==> src/rtl/hslr_pkg.sv <==
package hslr_pkg;

  localparam int CH_W       = 8;
  localparam int ADDR_W     = 3;
  localparam int DATA_W     = 32;
  localparam int HUE_W      = 11;
  localparam int DIV_NUM_W  = 17;
  localparam int DIV_DEN_W  = 9;
  localparam int DIV_Q_W    = 9;
  localparam int DIV_STAGES = 3;
  localparam int DIV_STEPS  = DIV_Q_W / DIV_STAGES;
  localparam int PIPE_LAT   = 9;

  localparam logic [HUE_W-1:0] HUE_RED   = 11'd0;
  localparam logic [HUE_W-1:0] HUE_GREEN = 11'd512;
  localparam logic [HUE_W-1:0] HUE_BLUE  = 11'd1024;
  localparam logic [HUE_W-1:0] HUE_FULL  = 11'd1536;

  localparam logic [ADDR_W-1:0] REG_BRIGHTNESS = 3'd0;
  localparam logic [CH_W-1:0]   BRIGHTNESS_RST = 8'd255;

  // sextant codes of the hue
  localparam logic [2:0] SEXT_RY = 3'd0;
  localparam logic [2:0] SEXT_YG = 3'd1;
  localparam logic [2:0] SEXT_GC = 3'd2;
  localparam logic [2:0] SEXT_CB = 3'd3;
  localparam logic [2:0] SEXT_BM = 3'd4;

  // sideband that rides alongside the two dividers
  typedef struct packed {
    logic             vld;
    logic [CH_W-1:0]  ln;
    logic [HUE_W-1:0] hoff;
    logic             neg;
  } side_t;

  // floor(x / 255) for x below 65280
  function automatic logic [CH_W-1:0] div255(input logic [15:0] x);
    logic [16:0] s;
    s = {1'b0, x} + {9'd0, x[15:8]} + 17'd1;
    return s[15:8];
  endfunction

  // (v + 32640) / 65280, clamped to 255
  function automatic logic [CH_W-1:0] to_channel(input logic [24:0] v);
    logic [25:0] s;
    logic [17:0] w;
    s = {1'b0, v} + 26'd32640;
    w = s[25:8];
    if (w >= 18'd65280) return 8'd255;
    return div255(w[15:0]);
  endfunction

endpackage

==> src/rtl/hslr_div.sv <==
module hslr_div (
  input  logic                          clk,
  input  logic [hslr_pkg::DIV_NUM_W-1:0] num,
  input  logic [hslr_pkg::DIV_DEN_W-1:0] den,
  output logic [hslr_pkg::DIV_Q_W-1:0]   quo
);
  import hslr_pkg::*;

  logic [DIV_NUM_W-1:0] rem_r [0:DIV_STAGES];
  logic [DIV_DEN_W-1:0] den_r [0:DIV_STAGES];
  logic [DIV_Q_W-1:0]   quo_r [0:DIV_STAGES];

  assign rem_r[0] = num;
  assign den_r[0] = den;
  assign quo_r[0] = '0;

  // restoring division, three quotient bits per stage, msb first
  for (genvar s = 0; s < DIV_STAGES; s++) begin : g_stage
    logic [DIV_NUM_W-1:0] rem_next;
    logic [DIV_Q_W-1:0]   quo_next;

    always_comb begin
      logic [DIV_NUM_W-1:0] sh;
      rem_next = rem_r[s];
      quo_next = quo_r[s];
      for (int j = 0; j < DIV_STEPS; j++) begin
        sh = {{(DIV_NUM_W-DIV_DEN_W){1'b0}}, den_r[s]} << (DIV_Q_W - 1 - s*DIV_STEPS - j);
        if (rem_next >= sh) begin
          rem_next = rem_next - sh;
          quo_next[DIV_Q_W - 1 - s*DIV_STEPS - j] = 1'b1;
        end
      end
    end

    always_ff @(posedge clk) begin
      rem_r[s+1] <= rem_next;
      den_r[s+1] <= den_r[s];
      quo_r[s+1] <= quo_next;
    end
  end

  assign quo = quo_r[DIV_STAGES];

endmodule

==> src/rtl/hsl_lightness_rescale_core.sv <==
// hsl lightness rescale core
// takes one rgb pixel per start pulse, keeps hue and saturation and scales
// hsl lightness by brightness_scale / 255, then converts back to rgb.
// input channel: red_in, green_in, blue_in sampled when start is high and
// busy is low. busy is tied low, so a pixel can enter on every cycle.
// output channel: red_out, green_out, blue_out are valid for one cycle while
// done is high; the receiver cannot hold them off.
// throughput is one pixel per cycle. the depth is the input register, the operand
// stage, the two 9-bit quotient dividers (saturation and hue, three bits per
// stage), three back-conversion stages and the output register.
// config: brightness_scale at byte address 0 over the apb port, reset 255.
// the user must write it only while no pixel is in flight; the block does not enforce it.
// reset clears the valid pipeline and restores brightness_scale.
module hsl_lightness_rescale_core (
  input  logic                        clk,
  input  logic                        rst,
  input  logic                        start,
  output logic                        busy,
  input  logic [hslr_pkg::CH_W-1:0]   red_in,
  input  logic [hslr_pkg::CH_W-1:0]   green_in,
  input  logic [hslr_pkg::CH_W-1:0]   blue_in,
  output logic                        done,
  output logic [hslr_pkg::CH_W-1:0]   red_out,
  output logic [hslr_pkg::CH_W-1:0]   green_out,
  output logic [hslr_pkg::CH_W-1:0]   blue_out,
  input  logic                        psel,
  input  logic                        penable,
  input  logic                        pwrite,
  input  logic [hslr_pkg::ADDR_W-1:0] paddr,
  input  logic [hslr_pkg::DATA_W-1:0] pwdata,
  output logic [hslr_pkg::DATA_W-1:0] prdata,
  output logic                        pready
);
  import hslr_pkg::*;

  logic [CH_W-1:0] brightness;
  logic            cfg_wr;

  // config register
  assign pready = 1'b1;
  assign busy   = 1'b0;
  assign cfg_wr = psel && penable && pwrite && pready &&
                  (paddr[ADDR_W-1:2] == REG_BRIGHTNESS[ADDR_W-1:2]);
  assign prdata = (paddr[ADDR_W-1:2] == REG_BRIGHTNESS[ADDR_W-1:2]) ?
                  {{(DATA_W-CH_W){1'b0}}, brightness} : '0;

  always_ff @(posedge clk) begin
    if (rst) begin
      brightness <= BRIGHTNESS_RST;
    end else if (cfg_wr) begin
      brightness <= pwdata[CH_W-1:0];
    end
  end

  // stage 0: input registers
  logic            v0;
  logic [CH_W-1:0] r0, g0, b0;

  always_ff @(posedge clk) begin
    if (rst) v0 <= 1'b0;
    else     v0 <= start && !busy;
    r0 <= red_in;
    g0 <= green_in;
    b0 <= blue_in;
  end

  // stage 1: max, min, divider operands, lightness product
  logic [CH_W-1:0]      mx, mn, dd, ha, hb;
  logic [CH_W:0]        sm;
  logic [CH_W-1:0]      lt, den;
  logic [CH_W-1:0]      mag;
  logic [HUE_W-1:0]     hoff;
  logic [DIV_NUM_W-1:0] sat_num_next, hue_num_next, sat_num, hue_num;
  logic [DIV_DEN_W-1:0] sat_den_next, hue_den_next, sat_den, hue_den;
  logic                 gray;
  logic [15:0]          prod_next, prod;
  side_t                side1_next;
  logic                 v1;
  logic                 neg1;
  logic [HUE_W-1:0]     hoff1;

  always_comb begin
    mx = r0;
    if (g0 > mx) mx = g0;
    if (b0 > mx) mx = b0;
    mn = r0;
    if (g0 < mn) mn = g0;
    if (b0 < mn) mn = b0;
    dd   = mx - mn;
    sm   = {1'b0, mx} + {1'b0, mn};
    lt   = 8'((sm + 9'd1) >> 1);
    den  = (sm <= 9'd255) ? sm[CH_W-1:0] : 8'(9'd510 - sm);
    gray = (dd == '0);
    if (mx == r0) begin
      ha = g0; hb = b0; hoff = HUE_RED;
    end else if (mx == g0) begin
      ha = b0; hb = r0; hoff = HUE_GREEN;
    end else begin
      ha = r0; hb = g0; hoff = HUE_BLUE;
    end
    mag = (ha >= hb) ? ha - hb : hb - ha;
    // gray pixels divide 0 by 1 so both quotients come out zero
    sat_num_next = gray ? '0 : 17'({dd, 9'd0} - {8'd0, dd, 1'b0} + {9'd0, den});
    sat_den_next = gray ? 9'd1 : {den, 1'b0};
    hue_num_next = gray ? '0 : 17'({mag, 9'd0} + {9'd0, dd});
    hue_den_next = gray ? 9'd1 : {dd, 1'b0};
    prod_next    = lt * brightness;
  end

  always_ff @(posedge clk) begin
    if (rst) v1 <= 1'b0;
    else     v1 <= v0;
    sat_num <= sat_num_next;
    sat_den <= sat_den_next;
    hue_num <= hue_num_next;
    hue_den <= hue_den_next;
    prod    <= prod_next;
    neg1    <= !gray && (ha < hb);
    hoff1   <= gray ? HUE_RED : hoff;
  end

  // ln = round(lt * brightness / 255)
  assign side1_next = '{vld: v1, ln: div255(16'(prod + 16'd127)), hoff: hoff1, neg: neg1};

  // stages 2 to 4: dividers with sideband delay line
  logic [DIV_Q_W-1:0] sat_q, hue_q;
  side_t              side_r [1:DIV_STAGES];

  hslr_div u_sat_div (.clk(clk), .num(sat_num), .den(sat_den), .quo(sat_q));
  hslr_div u_hue_div (.clk(clk), .num(hue_num), .den(hue_den), .quo(hue_q));

  always_ff @(posedge clk) begin
    if (rst) begin
      for (int i = 1; i <= DIV_STAGES; i++) side_r[i].vld <= 1'b0;
    end else begin
      side_r[1].vld <= side1_next.vld;
      for (int i = 2; i <= DIV_STAGES; i++) side_r[i].vld <= side_r[i-1].vld;
    end
    side_r[1].ln   <= side1_next.ln;
    side_r[1].hoff <= side1_next.hoff;
    side_r[1].neg  <= side1_next.neg;
    for (int i = 2; i <= DIV_STAGES; i++) begin
      side_r[i].ln   <= side_r[i-1].ln;
      side_r[i].hoff <= side_r[i-1].hoff;
      side_r[i].neg  <= side_r[i-1].neg;
    end
  end

  // stage 5: hue wrap, saturation clamp, chroma span
  side_t              s4;
  logic signed [12:0] hs;
  logic [HUE_W-1:0]   hue_next, hue5;
  logic [CH_W-1:0]    sat_next, span_next, sat5, span5, ln5;
  logic               v5;

  assign s4 = side_r[DIV_STAGES];

  always_comb begin
    hs = s4.neg ? $signed({2'b0, s4.hoff}) - $signed({4'b0, hue_q})
                : $signed({2'b0, s4.hoff}) + $signed({4'b0, hue_q});
    if (hs < 0) hs = hs + $signed({2'b0, HUE_FULL});
    hue_next  = hs[HUE_W-1:0];
    sat_next  = (sat_q > 9'd255) ? 8'd255 : sat_q[CH_W-1:0];
    span_next = s4.ln[CH_W-1] ? 8'(9'd510 - {s4.ln, 1'b0}) : {s4.ln[CH_W-2:0], 1'b0};
  end

  always_ff @(posedge clk) begin
    if (rst) v5 <= 1'b0;
    else     v5 <= s4.vld;
    hue5  <= hue_next;
    sat5  <= sat_next;
    span5 <= span_next;
    ln5   <= s4.ln;
  end

  // stage 6: span times saturation
  logic [15:0]      ss6;
  logic [HUE_W-1:0] hue6;
  logic [CH_W-1:0]  ln6;
  logic             v6;

  always_ff @(posedge clk) begin
    if (rst) v6 <= 1'b0;
    else     v6 <= v5;
    ss6  <= span5 * sat5;
    hue6 <= hue5;
    ln6  <= ln5;
  end

  // stage 7: secondary component and channel sums per sextant
  logic [8:0]  t6, fx;
  logic [23:0] xu, cu, mu;
  logic [24:0] rv_next, gv_next, bv_next, rv7, gv7, bv7;
  logic        v7;

  always_comb begin
    t6 = hue6[8:0];
    fx = (t6 >= 9'd256) ? 9'(10'd512 - {1'b0, t6}) : t6;
    xu = {8'd0, ss6} * {15'd0, fx};
    cu = {ss6, 8'd0};
    mu = {ln6, 16'd0} - {8'd0, ln6, 8'd0} - {1'b0, ss6, 7'd0};
    unique case (hue6[HUE_W-1:8])
      SEXT_RY: begin rv_next = {1'b0, cu}; gv_next = {1'b0, xu}; bv_next = '0; end
      SEXT_YG: begin rv_next = {1'b0, xu}; gv_next = {1'b0, cu}; bv_next = '0; end
      SEXT_GC: begin rv_next = '0; gv_next = {1'b0, cu}; bv_next = {1'b0, xu}; end
      SEXT_CB: begin rv_next = '0; gv_next = {1'b0, xu}; bv_next = {1'b0, cu}; end
      SEXT_BM: begin rv_next = {1'b0, xu}; gv_next = '0; bv_next = {1'b0, cu}; end
      default: begin rv_next = {1'b0, cu}; gv_next = '0; bv_next = {1'b0, xu}; end
    endcase
    rv_next = rv_next + {1'b0, mu};
    gv_next = gv_next + {1'b0, mu};
    bv_next = bv_next + {1'b0, mu};
  end

  always_ff @(posedge clk) begin
    if (rst) v7 <= 1'b0;
    else     v7 <= v6;
    rv7 <= rv_next;
    gv7 <= gv_next;
    bv7 <= bv_next;
  end

  // stage 8: scale back to 8-bit channels
  always_ff @(posedge clk) begin
    if (rst) done <= 1'b0;
    else     done <= v7;
    red_out   <= to_channel(rv7);
    green_out <= to_channel(gv7);
    blue_out  <= to_channel(bv7);
  end

  // every accepted pixel comes out exactly the pipeline depth later
  a_lat: assert property (@(posedge clk) disable iff (rst)
    start && !busy |-> ##PIPE_LAT done)
    else $error("pixel lost in pipeline");

  a_no_extra: assert property (@(posedge clk) disable iff (rst)
    done |-> $past(start && !busy, PIPE_LAT))
    else $error("result without a pixel");

  a_cfg: assert property (@(posedge clk) disable iff (rst)
    cfg_wr |=> brightness == $past(pwdata[CH_W-1:0]))
    else $error("brightness write lost");

  a_quot: assert property (@(posedge clk) disable iff (rst)
    s4.vld |-> (sat_q <= 9'd256) && (hue_q <= 9'd256))
    else $error("divider quotient out of range");

endmodule
==> config.mk <==
export PLATFORM = sky130hd
export DESIGN_NAME = hsl_lightness_rescale_core
export DESIGN_NICKNAME = d
export VERILOG_FILES = /design/src/rtl/hslr_pkg.sv /design/src/rtl/hslr_div.sv /design/src/rtl/hsl_lightness_rescale_core.sv
export SDC_FILE = /design/constraint.sdc
export NUM_CORES = 2
export LEC_CHECK = 0
export BUFFER_PORTS_ARGS = -buffer_cell sky130_fd_sc_hd__buf_2
export CAP_MARGIN = 40
export CORE_MARGIN = 3
export CORE_UTILIZATION = 40
export CTS_CLUSTER_SIZE = 25
export DETAILED_ROUTE_END_ITERATION = 8
export PLACE_DENSITY_LB_ADDON = 0.15
export SLEW_MARGIN = 0
export SYNTH_ARGS = -nofsm -noshare
export SYNTH_HDL_FRONTEND = slang
export SYNTH_SLANG_ARGS = --single-unit
==> constraint.sdc <==
create_clock -name clk -period 13.2 [get_ports clk]
set_input_delay 1.98 -clock clk [delete_from_list [all_inputs] [get_ports clk]]
set_output_delay 1.98 -clock clk [all_outputs]
set_load 0.02 [all_outputs]
* Word-level counts from Yosys, hierarchy flattened
Memory sizes are Yosys's and may differ from the RTL's.
Index checks and enable logic that the tools add are counted.
** Word-level totals
- Bits in registers :: 427
- Bits in writable memories :: 63
- Input bits :: 65
- Output and inout bits :: 59
- Word-level logic and storage cells :: 223
- Memories kept :: 1
** Memories
- side_r :: depth 3, bits a word 21, read ports 3, clocked after memory_dff 0, write ports 3, RTL line hsl_lightness_rescale_core.sv:127 : side_t side_r [1:DIV_STAGES];
** Cells by class
- Add/sub/neg operators :: 47
- Multipliers :: 3
- $lt $le $gt $ge :: 31
- Equal/unequal tests :: 6
- Multiplexer cells :: 58
- Bitwise gates (word level) :: 4
- Reductions and logical operators :: 14
** Operators with widths (number)
- 17-bit two-way mux :: 16
- 8-bit two-way mux :: 18
- 24-bit one-hot mux with 2 select lines :: 3
- 25-bit by 15-bit adder with 26-bit output, second input constant :: 3
- 25-bit by 24-bit adder with 25-bit output :: 3
- 16-bit by 1-bit adder with 16-bit output, second input constant :: 4
- 16-bit by 8-bit adder with 16-bit output :: 4
- 18-bit by 16-bit greater-or-equal comparator with 1-bit output, second input constant :: 3
- 17-bit by 8-bit adder with 17-bit output :: 2
- 17-bit by 10-bit greater-or-equal comparator with 1-bit output :: 2
- 17-bit by 11-bit greater-or-equal comparator with 1-bit output :: 2
- 17-bit by 12-bit greater-or-equal comparator with 1-bit output :: 2
- 17-bit by 13-bit greater-or-equal comparator with 1-bit output :: 2
- 17-bit by 14-bit greater-or-equal comparator with 1-bit output :: 2
- 17-bit by 15-bit greater-or-equal comparator with 1-bit output :: 2
- 17-bit by 16-bit greater-or-equal comparator with 1-bit output :: 2
- 17-bit greater-or-equal comparator :: 2
- 17-bit by 9-bit greater-or-equal comparator with 1-bit output :: 2
- 17-bit by 10-bit subtractor with 17-bit output :: 2
- 17-bit by 11-bit subtractor with 17-bit output :: 2
- 17-bit by 12-bit subtractor with 17-bit output :: 2
- 17-bit by 13-bit subtractor with 17-bit output :: 2
- 17-bit by 14-bit subtractor with 17-bit output :: 2
- 17-bit by 15-bit subtractor with 17-bit output :: 2
- 38 further kinds :: 77

* Depth between registers and ports, before layout
- Depth after elaboration :: 10
- Gate-level depth with buffers :: 47

* Hierarchy
A second synthesis with hierarchy kept.
** Second synthesis, totals
- Cell total of the unflattened synthesis :: 4203
- Area total of the unflattened synthesis :: 36301.1 um^2
** Modules (own cells, without submodules)
- hsl_lightness_rescale_core :: times used 1, cells each 2669, area an instance 23720.2 um^2, sequential area each 5585.4 um^2
- hslr_div (u_sat_div) :: times used 1, cells each 771, area an instance 6336.1 um^2, sequential area each 1401.3 um^2
- hslr_div (u_hue_div) :: times used 1, cells each 763, area an instance 6244.7 um^2, sequential area each 1401.3 um^2

* Worst setup path after synthesis
No wires, ideal clock.
- Kind :: register to register
- Start :: reg r0[1]
- End :: reg prod[15]
- Arrival :: 9.733 ns
- Slack :: 3.347 ns
- Stages on the path, launching flop included :: 47
- Clock period less this slack :: 9.853 ns
- Cell sequence :: dfxtp_1 > clkbuf_1 > inv_1 > ha_1 > nor2b_1 > o21ai_0 > nand2b_1 > a21oi_1 > o21ai_1 > o21a_1 > clkbuf_1 > mux2i_1 > ha_1 > nand3_1 > o22ai_1 > o21bai_1 > a22oi_1 > clkbuf_1 > [... 11 more ...] > fa_1 > inv_1 > fa_1 > inv_1 > fa_1 > inv_1 > fa_1 > inv_1 > ha_1 > a21boi_0 > o21ai_0 > nand2b_1 > a21o_1 > a21o_1 > a21o_1 > nand2_1 > a21oi_1 > xnor2_1
** On the way
- Word-level cells in the longest chain between the ends :: 7
- Elaborated cells on any way between the ends :: 11
- Those cells by class :: 2 x add/sub; 1 x mul; 4 x order compare; 4 x mux
** RTL lines
- start, declared :: RTL line hsl_lightness_rescale_core.sv:57 : logic [CH_W-1:0] r0, g0, b0;
- start signal, assigned :: RTL line hsl_lightness_rescale_core.sv:62 : r0 <= red_in;
- 8-bit > comparator or 8-bit less-than comparator (tied branches) :: RTL line hsl_lightness_rescale_core.sv:84, hsl_lightness_rescale_core.sv:87
- 8-bit two-way mux, on equally long branches :: RTL line hsl_lightness_rescale_core.sv:84, hsl_lightness_rescale_core.sv:87
- 8-bit > comparator or 8-bit less-than comparator (tied branches) :: RTL line hsl_lightness_rescale_core.sv:85, hsl_lightness_rescale_core.sv:88
- 8-bit two-way mux, on equally long branches :: RTL line hsl_lightness_rescale_core.sv:85, hsl_lightness_rescale_core.sv:88
- 8-bit by 8-bit adder with 9-bit output (*) :: RTL line hsl_lightness_rescale_core.sv:90 : sm = {1'b0, mx} + {1'b0, mn};
- 9-bit by 1-bit adder with 9-bit output (*) :: RTL line hsl_lightness_rescale_core.sv:91 : lt = 8'((sm + 9'd1) >> 1);
- 8-bit by 8-bit multiplier with 16-bit output (*) :: RTL line hsl_lightness_rescale_core.sv:107 : prod_next = lt * brightness;
- net prod_next[15] :: RTL line hsl_lightness_rescale_core.sv:76 : logic [15:0] prod_next, prod;
- end signal, assigned :: RTL line hsl_lightness_rescale_core.sv:117 : prod <= prod_next;
- end, declared :: RTL line hsl_lightness_rescale_core.sv:76
Mark *: on every way through the listed nets, which the timed path passes. The rest lies on a longest branch.
A chain may end at the register's enable or synchronous reset.

* Final worst setup path
- Start :: reg r0[1]
- End :: reg prod[13]
Same word-level chain as after synthesis.

==> metrics <==
pin count of the biggest net entering global routing 31; met3 WL 2780 um; FF-to-FF Start r0[1]; synth warn 0; actual slew at the worst max-slew pin 909 ps; PortBufs 71; min-delay src side_r[0][55]; total congestion overflow 0; Rows 107; Critical Path AT 11080 ps; GPL Wtd Cong 0.819; total CTS buffers 47; M1 WL 37700 um; DR top layer met4; Clock Tree Root clkbuf_16; Seq/Total Area, Yosys 0.231; Setup violations, final 0; most common cell in the netlist inv_1; setup TNS 0 ps; #FFs+latches synth 404; Ports 124; Synth area leader dfxtp_1; post-synth top area share 0.231; Avg Cell Area, Syn 8.54 um2; final worst slack 2630 ps; drt first-iter violations 1081; Die X 302 um; postcts setup bufs 0; synth cell count leaders inv_1 (448), ha_1 (446), dfxtp_1 (404); clock insertion delay at the later pin of the skew report 600 ps; CP peak stage delay 710 ps; drt drc 0; fraction of registers with async set or reset after synthesis 0; Critical Path Fanout Max 10; nets@finish 4822; GRT Total Usage 0.176; sinks on the clock net 404; Worst setup EP type flop; clock-pin transition on the worst setup and hold timing paths 60 ps; vias in the first global route 26800; Layout area overhead 9.34%; vias per cell 5.05; status completed; clock skew 37.1 ps; Clock H-tree levels 2; Setup WS pre-CTS 2610 ps; main flop type after synthesis dfxtp_1; die height 302 um; max-slew violation count 0; # Max-Cap Violations 0; Initial DRT Pass Iterations 5; initial antenna violation count 0; post-route antenna net violation count 0; Post-synth EDFFs 0; DR WL met2 37500 um; Synth cell types 91; wirelength, routed 79500 um; Post-Synthesis Cells 4098; wire per inst 15.0 um; CTS Hold Bufs 0; CTS tree built; worst setup path category flop to flop; diode count 0; first-pass GRT wire length 133000 um; hold crit path type flop to flop; Area contributors post-synth dfxtp_1 (23%), ha_1 (16%), fa_1 (10%); post-CTS sizing 0; Worst setup startpoint r0[1]; Die Area 91100 um2; Post-Syn Area 35000 um2; min cycle time layout 10570 ps; Final HPWL DP 64700 um; unrepaired setup endpoints after global routing no; Initial Util 0.407; Req. time, crit path 13710 ps; detailed-route via count 26800; Final Hold Viols 0; Startpoint Class flop; Slew headroom 0.390; Final period util 0.800; share of post-route cells with drive strength above 1 0.0659; Core ar. 85900 um2; Layout fillers 8614; fmax 94.6 MHz; Bufs on Longest Clock Path 3; Worst path slowest cell o21ai_1
## critical path, delay by kind of cell, from the launching register on
family          cells  cell delay, ps
xor+xnor            3             830
buf+inv             6             360
simple gates        5             830
mux                 2             810
fa+ha+maj           8            3250
compound gates     18            3890
flops               1             510
## cell families (layout without fill, tap and decap cells)
kind of cell | Yosys count | count (layout) | share of synthesized area
AOI/OAI and AO/OA | 769 | 769 | 0.139
xor gates and xnor gates | 339 | 339 | 0.0848
adders and majority gates | 626 | 626 | 0.262
buffers and inverters | 578 | 627 | 0.0659
DFF | 404 | 404 | 0.231
muxes | 129 | 129 | 0.0391
other | 2 | 26 | 0.000215
and+or+nand+nor | 1251 | 1251 | 0.178
## worst paths after layout
| kind | to | slack [ps] | cells past startpoint |
|---|---|---|---|
| worst max-delay path | prod[13] | 2630 | 42 |
| worst min-delay path | side_r[0][76] | 320 | 0 |
| worst max register to register | prod[13] | 2630 | 42 |
| worst min register to register | side_r[0][76] | 320 | 0 |
## registers in the layout, summed over array words and instances, names as in the netlist, 9 cells and up
register	cells
sat_num	17
gv7	18
bv7	18
u_hue_div.rem_r	33
rv7	18
u_sat_div.den_r	14
ss6	15
u_sat_div.rem_r	33
u_hue_div.g_stage.quo_next	9
hue6	11
u_sat_div.quo	9
hue5	11
hue_num	9
u_hue_div.quo	9
u_sat_div.g_stage.quo_next	9
side_r	36
u_hue_div.den_r	9
prod	16
## metal layers
metal,track usage,up-vias
li1,-,13900
met1,0.232,12400
met4,0.0413,0
met3,0.0202,97
met2,0.308,380
met5,0,-
## cell usage in the layout, fill, tap and decap left out, types with 15 or more instances in the layout
cell and instances:
xor2_1 107, fa_1 179, a21oi_1 216, o21ai_0 196
or3_1 26, nor2_1 279, nand4_1 46, or2_2 20
dfxtp_1 404, nand2b_1 54, or4_1 16, nand3_1 55
inv_1 448, conb_1 26, ha_1 446, a21boi_0 15
a21o_1 70, and3_1 22, clkbuf_16 48, o21bai_1 26
a31oi_1 17, o21a_1 58, and2_1 89, a22o_1 26
o31ai_1 25, mux2i_1 77, mux2_2 50, xnor2_1 226
buf_2 71, nand2_1 361, nor3_1 78, nor4_1 28
nor2b_1 115, nand3b_1 15
## layout make-up
cell class	count	area (um2)	share of cell area
Clock buffer	62	1340	0.0351
Clock inverter	26	395	0.0103
Inverter	448	1680	0.0439
Multi-Input combinational cell	3140	24800	0.648
Sequential cell	404	8090	0.211
Tap cell	1144	1430	0.0374
Timing Repair Buffer	91	543	0.0142
## through the flow
stage	cell area, um2	std cells	utilization	hold slack [ps]
finish	38300	5315	0.445	316
detailed placement	36500	5227	0.425	312
CTS	38300	5315	0.445	318
global placement	36400	5217	0.424	312
floorplan	35100	4122	-	310
global route	38300	5315	0.445	329
Power is left out: the tool's default activity adds up to more than one toggle a clock period on the data nets, which glitch-free logic cannot reach.
